$ cat config.mk
export PLATFORM = sky130hd
export DESIGN_NAME = stable_sorted_priority_queue_unit
export DESIGN_NICKNAME = d
export VERILOG_FILES = /design/src/hdl/sspq_pkg.sv /design/src/hdl/sspq_cell.sv /design/src/hdl/stable_sorted_priority_queue_unit.sv
export VERILOG_INCLUDE_DIRS = /design/src /design/src/hdl
export SDC_FILE = /design/constraint.sdc
export NUM_CORES = 2
export LEC_CHECK = 0
export BUFFER_PORTS_ARGS = -buffer_cell sky130_fd_sc_hd__buf_4
export CORE_MARGIN = 3
export CORE_UTILIZATION = 60
export CTS_CLUSTER_DIAMETER = 80
export DETAILED_ROUTE_END_ITERATION = 8
export GPL_TIMING_DRIVEN = 0
export PLACE_DENSITY = 0.77
export SETUP_SLACK_MARGIN = 0.15
export SYNTH_ARGS = -nofsm -noshare
export SYNTH_HDL_FRONTEND = slang
export SYNTH_HIERARCHICAL = 1
export SYNTH_SLANG_ARGS = --single-unit
$ cat constraint.sdc
create_clock -name clk -period 8.6 [get_ports clk]
set_clock_uncertainty 0.2 [all_clocks]
set_input_delay 0.43 -clock clk [delete_from_list [all_inputs] [get_ports clk]]
set_output_delay 0.43 -clock clk [all_outputs]
set_load 0.05 [all_outputs]
$ cat src/hdl/stable_sorted_priority_queue_unit_assert.svh
// Assertion macros for the sorted priority queue; clocked on clk, off in reset.
`ifndef STABLE_SORTED_PRIORITY_QUEUE_UNIT_ASSERT_SVH
`define STABLE_SORTED_PRIORITY_QUEUE_UNIT_ASSERT_SVH

// Same-cycle implication.
`define SSPQ_ASSERT_NOW(lbl, ante, cons, msg) \
  lbl: assert property (@(posedge clk) disable iff (!rst_n) (ante) |-> (cons)) \
    else $error(msg);

// Next-cycle implication.
`define SSPQ_ASSERT_NEXT(lbl, ante, cons, msg) \
  lbl: assert property (@(posedge clk) disable iff (!rst_n) (ante) |=> (cons)) \
    else $error(msg);

`endif

$ cat src/hdl/sspq_pkg.sv
package sspq_pkg;

  localparam int ID_W   = 31;
  localparam int URG_W  = 8;
  localparam int OCC_W  = 5;
  localparam int STAT_W = 2;
  localparam int IN_DATA_W  = 40;
  localparam int OUT_DATA_W = 48;

  localparam logic REQ_ENQ = 1'b0;
  localparam logic REQ_DEQ = 1'b1;

  typedef enum logic [STAT_W-1:0] {
    ST_ENQUEUED = 2'd0,
    ST_DEQUEUED = 2'd1,
    ST_EMPTY    = 2'd2,
    ST_FULL     = 2'd3
  } status_t;

  typedef struct packed {
    logic enq;
    logic deq;
  } cell_ctrl_t;

endpackage

$ cat src/hdl/sspq_cell.sv
module sspq_cell #(
  parameter int UW = 8
) (
  input  logic                    clk,
  input  logic                    rst_n,
  input  sspq_pkg::cell_ctrl_t    ctrl,
  input  logic [sspq_pkg::ID_W-1:0] new_id,
  input  logic [UW-1:0]           new_urg,
  input  logic                    prev_ahead,
  input  logic                    prev_occ,
  input  logic [sspq_pkg::ID_W-1:0] prev_id,
  input  logic [UW-1:0]           prev_urg,
  input  logic                    next_occ,
  input  logic [sspq_pkg::ID_W-1:0] next_id,
  input  logic [UW-1:0]           next_urg,
  output logic                    ahead,
  output logic                    occ,
  output logic [sspq_pkg::ID_W-1:0] id,
  output logic [UW-1:0]           urg
);
  import sspq_pkg::*;

  logic            occ_r, occ_nxt;
  logic [ID_W-1:0] id_r, id_nxt;
  logic [UW-1:0]   urg_r, urg_nxt;

  // New entry goes ahead of this one: slot empty or its urgency strictly greater.
  assign ahead = !occ_r || (urg_r > new_urg);

  always_comb begin
    occ_nxt = occ_r;
    id_nxt  = id_r;
    urg_nxt = urg_r;
    priority if (ctrl.deq) begin
      occ_nxt = next_occ;
      id_nxt  = next_id;
      urg_nxt = next_urg;
    end else if (ctrl.enq && prev_ahead) begin
      occ_nxt = prev_occ;
      id_nxt  = prev_id;
      urg_nxt = prev_urg;
    end else if (ctrl.enq && ahead) begin
      occ_nxt = 1'b1;
      id_nxt  = new_id;
      urg_nxt = new_urg;
    end
  end

  always_ff @(posedge clk) begin
    if (!rst_n) begin
      occ_r <= 1'b0;
    end else begin
      occ_r <= occ_nxt;
    end
  end

  always_ff @(posedge clk) begin
    id_r  <= id_nxt;
    urg_r <= urg_nxt;
  end

  assign occ = occ_r;
  assign id  = id_r;
  assign urg = urg_r;

endmodule

$ cat src/hdl/stable_sorted_priority_queue_unit.sv
// Sorted priority queue of CAPACITY entries held in a row of cells, head in cell 0.
// Each request on in_ (tuser 0 enqueue, 1 dequeue) gives one result on out_. A lower
// urgency is served first and equal urgencies leave in arrival order. Every cell
// compares its entry with the incoming one and shifts or loads in the cycle of the
// transfer, so one request is taken per clock; the single output register is the only
// limit, and the input stalls only while a result waits and out_tready is low.
// Dequeue on an empty queue reports status 2; enqueue on a full queue is dropped with
// status 3. Occupancy shows the count after the request, modulo 32. No clearing pass.
`include "stable_sorted_priority_queue_unit_assert.svh"

module stable_sorted_priority_queue_unit #(
  parameter int CAPACITY     = 16,
  parameter int URGENCY_BITS = 8
) (
  input  logic                             clk,
  input  logic                             rst_n,
  input  logic                             in_tvalid,
  output logic                             in_tready,
  // [30:0] patient_id, [38:31] urgency, [39] zero
  input  logic [sspq_pkg::IN_DATA_W-1:0]   in_tdata,
  // [0] req_type
  input  logic                             in_tuser,
  output logic                             out_tvalid,
  input  logic                             out_tready,
  // [30:0] out_id, [38:31] out_urgency, [43:39] occupancy, [47:44] zero
  output logic [sspq_pkg::OUT_DATA_W-1:0]  out_tdata,
  // [1:0] status
  output logic [sspq_pkg::STAT_W-1:0]      out_tuser
);
  import sspq_pkg::*;

  localparam int UW    = (URGENCY_BITS < URG_W) ? URGENCY_BITS : URG_W;
  localparam int CNT_W = $clog2(CAPACITY + 1);

  logic             accept, full, empty, is_deq;
  cell_ctrl_t       ctrl;
  logic [ID_W-1:0]  new_id;
  logic [UW-1:0]    new_urg;

  logic             c_ahead  [CAPACITY];
  logic             c_occ    [CAPACITY];
  logic [ID_W-1:0]  c_id     [CAPACITY];
  logic [UW-1:0]    c_urg    [CAPACITY];

  logic [CNT_W-1:0] count_r, count_nxt;
  logic             out_valid_r;
  status_t          status_r, status_nxt;
  logic [ID_W-1:0]  oid_r, oid_nxt;
  logic [URG_W-1:0] ourg_r, ourg_nxt;
  logic [OCC_W-1:0] occ_r;
  logic [CNT_W+OCC_W-1:0] count_ext;

  assign in_tready = !out_valid_r || out_tready;
  assign accept    = in_tvalid && in_tready;
  assign is_deq    = (in_tuser == REQ_DEQ);
  assign full      = (count_r == CNT_W'(CAPACITY));
  assign empty     = (count_r == '0);
  assign new_id    = in_tdata[ID_W-1:0];
  assign new_urg   = in_tdata[ID_W +: UW];

  assign ctrl.enq = accept && !is_deq && !full;
  assign ctrl.deq = accept && is_deq && !empty;

  genvar g;
  generate
    for (g = 0; g < CAPACITY; g++) begin : g_cell
      logic            p_ahead, p_occ, n_occ;
      logic [ID_W-1:0] p_id, n_id;
      logic [UW-1:0]   p_urg, n_urg;

      if (g == 0) begin : g_head
        assign p_ahead  = 1'b0;
        assign p_occ    = 1'b0;
        assign p_id     = '0;
        assign p_urg    = '0;
      end else begin : g_mid
        assign p_ahead  = c_ahead[g-1];
        assign p_occ    = c_occ[g-1];
        assign p_id     = c_id[g-1];
        assign p_urg    = c_urg[g-1];
      end

      if (g == CAPACITY - 1) begin : g_tail
        assign n_occ = 1'b0;
        assign n_id  = '0;
        assign n_urg = '0;
      end else begin : g_body
        assign n_occ = c_occ[g+1];
        assign n_id  = c_id[g+1];
        assign n_urg = c_urg[g+1];
      end

      sspq_cell #(.UW(UW)) u_cell (
        .clk        (clk),
        .rst_n      (rst_n),
        .ctrl       (ctrl),
        .new_id     (new_id),
        .new_urg    (new_urg),
        .prev_ahead (p_ahead),
        .prev_occ   (p_occ),
        .prev_id    (p_id),
        .prev_urg   (p_urg),
        .next_occ   (n_occ),
        .next_id    (n_id),
        .next_urg   (n_urg),
        .ahead      (c_ahead[g]),
        .occ        (c_occ[g]),
        .id         (c_id[g]),
        .urg        (c_urg[g])
      );
    end
  endgenerate

  always_comb begin
    count_nxt  = count_r;
    status_nxt = ST_ENQUEUED;
    oid_nxt    = '0;
    ourg_nxt   = '0;
    priority if (is_deq && empty) begin
      status_nxt = ST_EMPTY;
    end else if (is_deq) begin
      status_nxt = ST_DEQUEUED;
      oid_nxt    = c_id[0];
      ourg_nxt   = URG_W'(c_urg[0]);
      count_nxt  = count_r - 1'b1;
    end else if (full) begin
      status_nxt = ST_FULL;
    end else begin
      count_nxt  = count_r + 1'b1;
    end
  end

  assign count_ext = {{OCC_W{1'b0}}, count_nxt};

  always_ff @(posedge clk) begin
    if (!rst_n) begin
      count_r     <= '0;
      out_valid_r <= 1'b0;
    end else begin
      if (accept) begin
        count_r     <= count_nxt;
        out_valid_r <= 1'b1;
      end else if (out_tready) begin
        out_valid_r <= 1'b0;
      end
    end
  end

  always_ff @(posedge clk) begin
    if (accept) begin
      status_r <= status_nxt;
      oid_r    <= oid_nxt;
      ourg_r   <= ourg_nxt;
      occ_r    <= count_ext[OCC_W-1:0];
    end
  end

  assign out_tvalid = out_valid_r;
  assign out_tuser  = status_r;
  assign out_tdata  = {{(OUT_DATA_W - ID_W - URG_W - OCC_W){1'b0}}, occ_r, ourg_r, oid_r};

  `SSPQ_ASSERT_NOW(a_count_bound, 1'b1, count_r <= CNT_W'(CAPACITY), "count above capacity")
  `SSPQ_ASSERT_NOW(a_head_occ, 1'b1, c_occ[0] == !empty, "head cell disagrees with count")
  `SSPQ_ASSERT_NOW(a_tail_occ, 1'b1, c_occ[CAPACITY-1] == full, "tail cell disagrees with count")
  `SSPQ_ASSERT_NEXT(a_full_drop, accept && !is_deq && full,
    out_tvalid && out_tuser == ST_FULL && count_r == $past(count_r), "full enqueue not dropped")

endmodule
# Yosys cells after proc, flatten, opt, wreduce, memory -nomap -nowiden

Cells that the tools add are included.

Flip-flop bits (word level): 692
Input bits: 45
Word-level logic and storage cells: 299

$add $sub $neg: 2
$lt $le $gt $ge: 16
Equal/unequal tests: 1
Mux-type cells: 145
Bitwise logic cells: 2
Reductions and logical operators: 79

Operators with widths:

| kind                                              | number |
|---|---|
| 2-to-1 mux 31 bit                                 | 46 |
| 2-to-1 mux 8 bit                                  | 46 |
| > comparator 8 bit                                | 16 |
| 2-to-1 mux 1 bit                                  | 48 |
| nonzero test 3 bit                                | 14 |
| logical AND 1 bit                                 | 22 |
| logical NOT 1 bit                                 | 20 |
| logical OR 1 bit                                  | 17 |
| 2-to-1 mux 5 bit                                  | 3 |
| nonzero test 2 bit                                | 3 |
| adder 5 x 1 -> 5 bit (second input constant)      | 1 |
| equality test 5 bit (second input constant)       | 1 |
| logical NOT 5 bit                                 | 1 |
| subtractor 5 x 1 -> 5 bit (second input constant) | 1 |
| 2-to-1 mux 2 bit                                  | 2 |
| OR reduction 2 bit                                | 2 |
| inverter 1 bit                                    | 2 |

# Logic depth before layout (Yosys ltp)

Word-level depth: 9
Mapped depth: 11

# Modules after synthesis

The synthesis kept the hierarchy.

By module, submodules not included:

| module                             | instances | cells each | area each (sq um) | sequential area each (sq um) |
|---|---|---|---|---|
| sspq_cell at g_cell[15].u_cell ... | 10        | 209        | 2239.6            | 1191.1 |
| sspq_cell at g_cell[0].u_cell ...  | 6         | 209        | 2247.2            | 1191.1 |
| stable_sorted_priority_queue_unit  | 1         | 167        | 2218.4            | 1501.4 |

# Least setup slack after synthesis

OpenSTA, ideal clock, no wires.

Path type: reg-to-reg
Start: register out_valid_r (netlist: out_tvalid)
End: register g_cell[0].u_cell.id_r[0] (enable)
Setup time: 0.507 ns
Data arrival time: 6.544 ns
Required time: 7.893 ns
Slack: 1.349 ns
Stages on the path, launching flop included: 9
Buffers on the path: 2
Clock period less this slack: 7.251 ns
Cells stage by stage: dfxtp_1 nand2b_1 nand2_1 inv_1 and2_1 buf_2 clkbuf_1 nor2_1 a311oi_1

RTL lines:

| item                   | RTL line                                 | RTL |
|---|---|---|
| start, declared        | stable_sorted_priority_queue_unit.sv:46  | `logic out_valid_r;` |
| start signal, assigned | stable_sorted_priority_queue_unit.sv:138 | `out_valid_r <= 1'b0;` |
| start signal, assigned | stable_sorted_priority_queue_unit.sv:142 | `out_valid_r <= 1'b1;` |
| start signal, assigned | stable_sorted_priority_queue_unit.sv:144 | `out_valid_r <= 1'b0;` |
| end signal, assigned   | sspq_cell.sv:58                          | `id_r <= id_nxt;` |
| end, declared          | sspq_cell.sv:24                          | `logic [ID_W-1:0] id_r, id_nxt;` |

==> results.md <==
- Outcome: complete, no violations
- CTS buffer count: 76
- Most frequent cells in the layout: 678 x nand2_1, 670 x edfxtp_1, 661 x o21ai_0, 626 x mux2i_1, 166 x inv_1
- Syn_area_per_cell: 10.9 sq um
- Min Tclk post-route: 5.24 ns
- Longest Clk Path Bufs: 3
- Vias in the first global route: 29000
- PwrDens: 214 nW/um^2
- Initial core utilization: 61.2%
- Setup bufs post-CTS: 0
- H-tree depth: 3
- Largest net degree at the start of global routing: 49
- Top sig layer: met4
- Critical path fanouts, max: 32
- Area delta synth->final: 14.8%
- Global-route wire length before repair: 168000 um
- Final cycle utilization of the critical path: 60.9%
- Worst EP arrival: 5.35 ns
- Least-Margin Pin Slew: 1.13 ns
- Clock Latency Late Sink: 0.63 ns
- CP Capture Type: flop
- Internal power: 6.70 mW
- Routed via count: 29600
- Layout cells sized above 1: 9.58%
- Crit path kind: input port to flop
- DRT antenna net count: 0
- Most common cell after layout, fill and taps aside: nand2_1
- GRT Util Overall: 32.4%
- Sequential share of power: 47.2%
- Setup WS post-layout: 3.36 ns
- Post-CTS Resized: 0
- Vias per inst: 6.30
- Io pins: 97
- Drt drc: 0
- DR WL met3: 10600 um
- Fin nets: 3988
- Worst hold-check path type: input port to flop
- Average wire per standard cell: 23.2 um
- Rel. slew slack: 24.5%
- Drt first-iter violations: 3716
- Critical Path Start Type: input port
- Die width: 258 um
- TritonCTS clock tree: done
- Initial antenna violation count: 2
- Clock share of power: 35.3%
- Placed cell count: 4567
- Synthesized area: 38100 sq um
- Synthesized instance count: 3509
- Maximum VDD drop: 130 uV
- FP Rows: 91
- Max-capacitance violation count: 0
- Final GP Congestion: 0.901
- Clock Tree Root: clkbuf_16
- Hold Buf Count CTS: 5
- Final Non-Filler Cells: 4708
- Combinational Power Share: 17.4%
- Clk sink count: 692
- Crit path required time: 8.72 ns
- Detailed-router iteration count before antenna repair: 6
- Synth warn: 6
- Core Box Area: 62300 sq um
- RSZ-0062 raised after global routing: no
- Pre-CTS setup slack: 3.25 ns
- # setup viols final: 0
- Clock-pin transition on the worst setup and hold timing paths: 0.06 ns
- Switching Power: 2.67 mW
- Final Hold Violating Endpoints: 0
- DIE AREA: 66500 sq um
- Slew Limit Fails: 0
- Dpl hpwl: 78400 um
- WL final: 109000 um
- Chip height: 258 um
- Static leakage: 18.7 nW
- # diodes: 0
- IO Port Bufs: 91
- Power Total: 9.37 mW
- DRT met1 WL: 45000 um
- Fmax: 191 MHz
- Met2 routed WL: 49000 um
- Sw Share: 28.5%
- Gr ovfl total: 0
-- worst max-delay path, stage by stage --
cell and delay, ns:
dlygate4sd3_1 0.53, buf_4 0.13, clkbuf_1 0.62, and2_1 0.24, and2_1 0.87, clkbuf_1 0.74, buf_2 0.35, nor2_1 0.10
a311oi_4 0.89, buf_16 0.24, buf_8 0.19
-- routing by layer --
layer | global-route usage (%) | vias up
li1 | - | 13300
met1 | 45.8 | 14500
met2 | 50.0 | 1644
met3 | 5.07 | 251
met4 | 14.1 | 0
met5 | 0 | -
-- path summary, 6_finish.rpt --
path,from,end,slack (ns),cells after the start
setup / recovery,in_tuser,g_cell[4].u_cell/id[15],3.36,11
hold / removal,in_tdata[3],g_cell[4].u_cell/id[3],0.14,3
setup reg to reg,count_r[0],g_cell[4].u_cell/id[15],3.38,11
hold reg to reg,g_cell[15].u_cell/id[25],g_cell[14].u_cell/id[25],0.32,2
-- area by class of cell --
class                           count  area, sq um
Multi-Input combinational cell   2513        16500
Inverter                          167          627
Fill cell                        4500        18600
Timing Repair Buffer              140         1520
Clock inverter                     45          479
Tap cell                          837         1050
Clock buffer                       91         1980
Buffer                            223         1010
Sequential cell                   692        20600
-- through the flow --
stage	TNS (ns)	hold slack [ns]	util, %	cell area [sq um]
2_1_floorplan	0	0.296	-	38400
5_1_grt	0	0.131	70.2	43700
4_1_cts	0	0.114	70.2	43700
3_3_place_gp	-1388.31	0.308	64.5	40100
3_5_place_dp	0	0.315	66.2	41200
6_report	0	0.136	70.2	43700
-- power by group through the flow --
stage	sequential (mW)	combinational [mW]	clock, mW
final	4.43	1.63	3.31
after global routing	4.46	1.76	3.47
after CTS	4.42	1.60	3.33
after detailed placement	4.48	1.58	0
after global placement	4.54	1.41	0
after floorplan	4.50	0.913	0
-- registers in the layout (all words and copies together), names as in the netlist --
signal / cells
count_r: 5
g_cell.u_cell/id: 496
g_cell.u_cell/occ: 16
g_cell.u_cell/urg: 128
occ_r: 5
oid_r: 31
ourg_r: 8
out_tuser: 2
out_tvalid: 1
No activity file was read; power rests on OpenSTA's default activity.
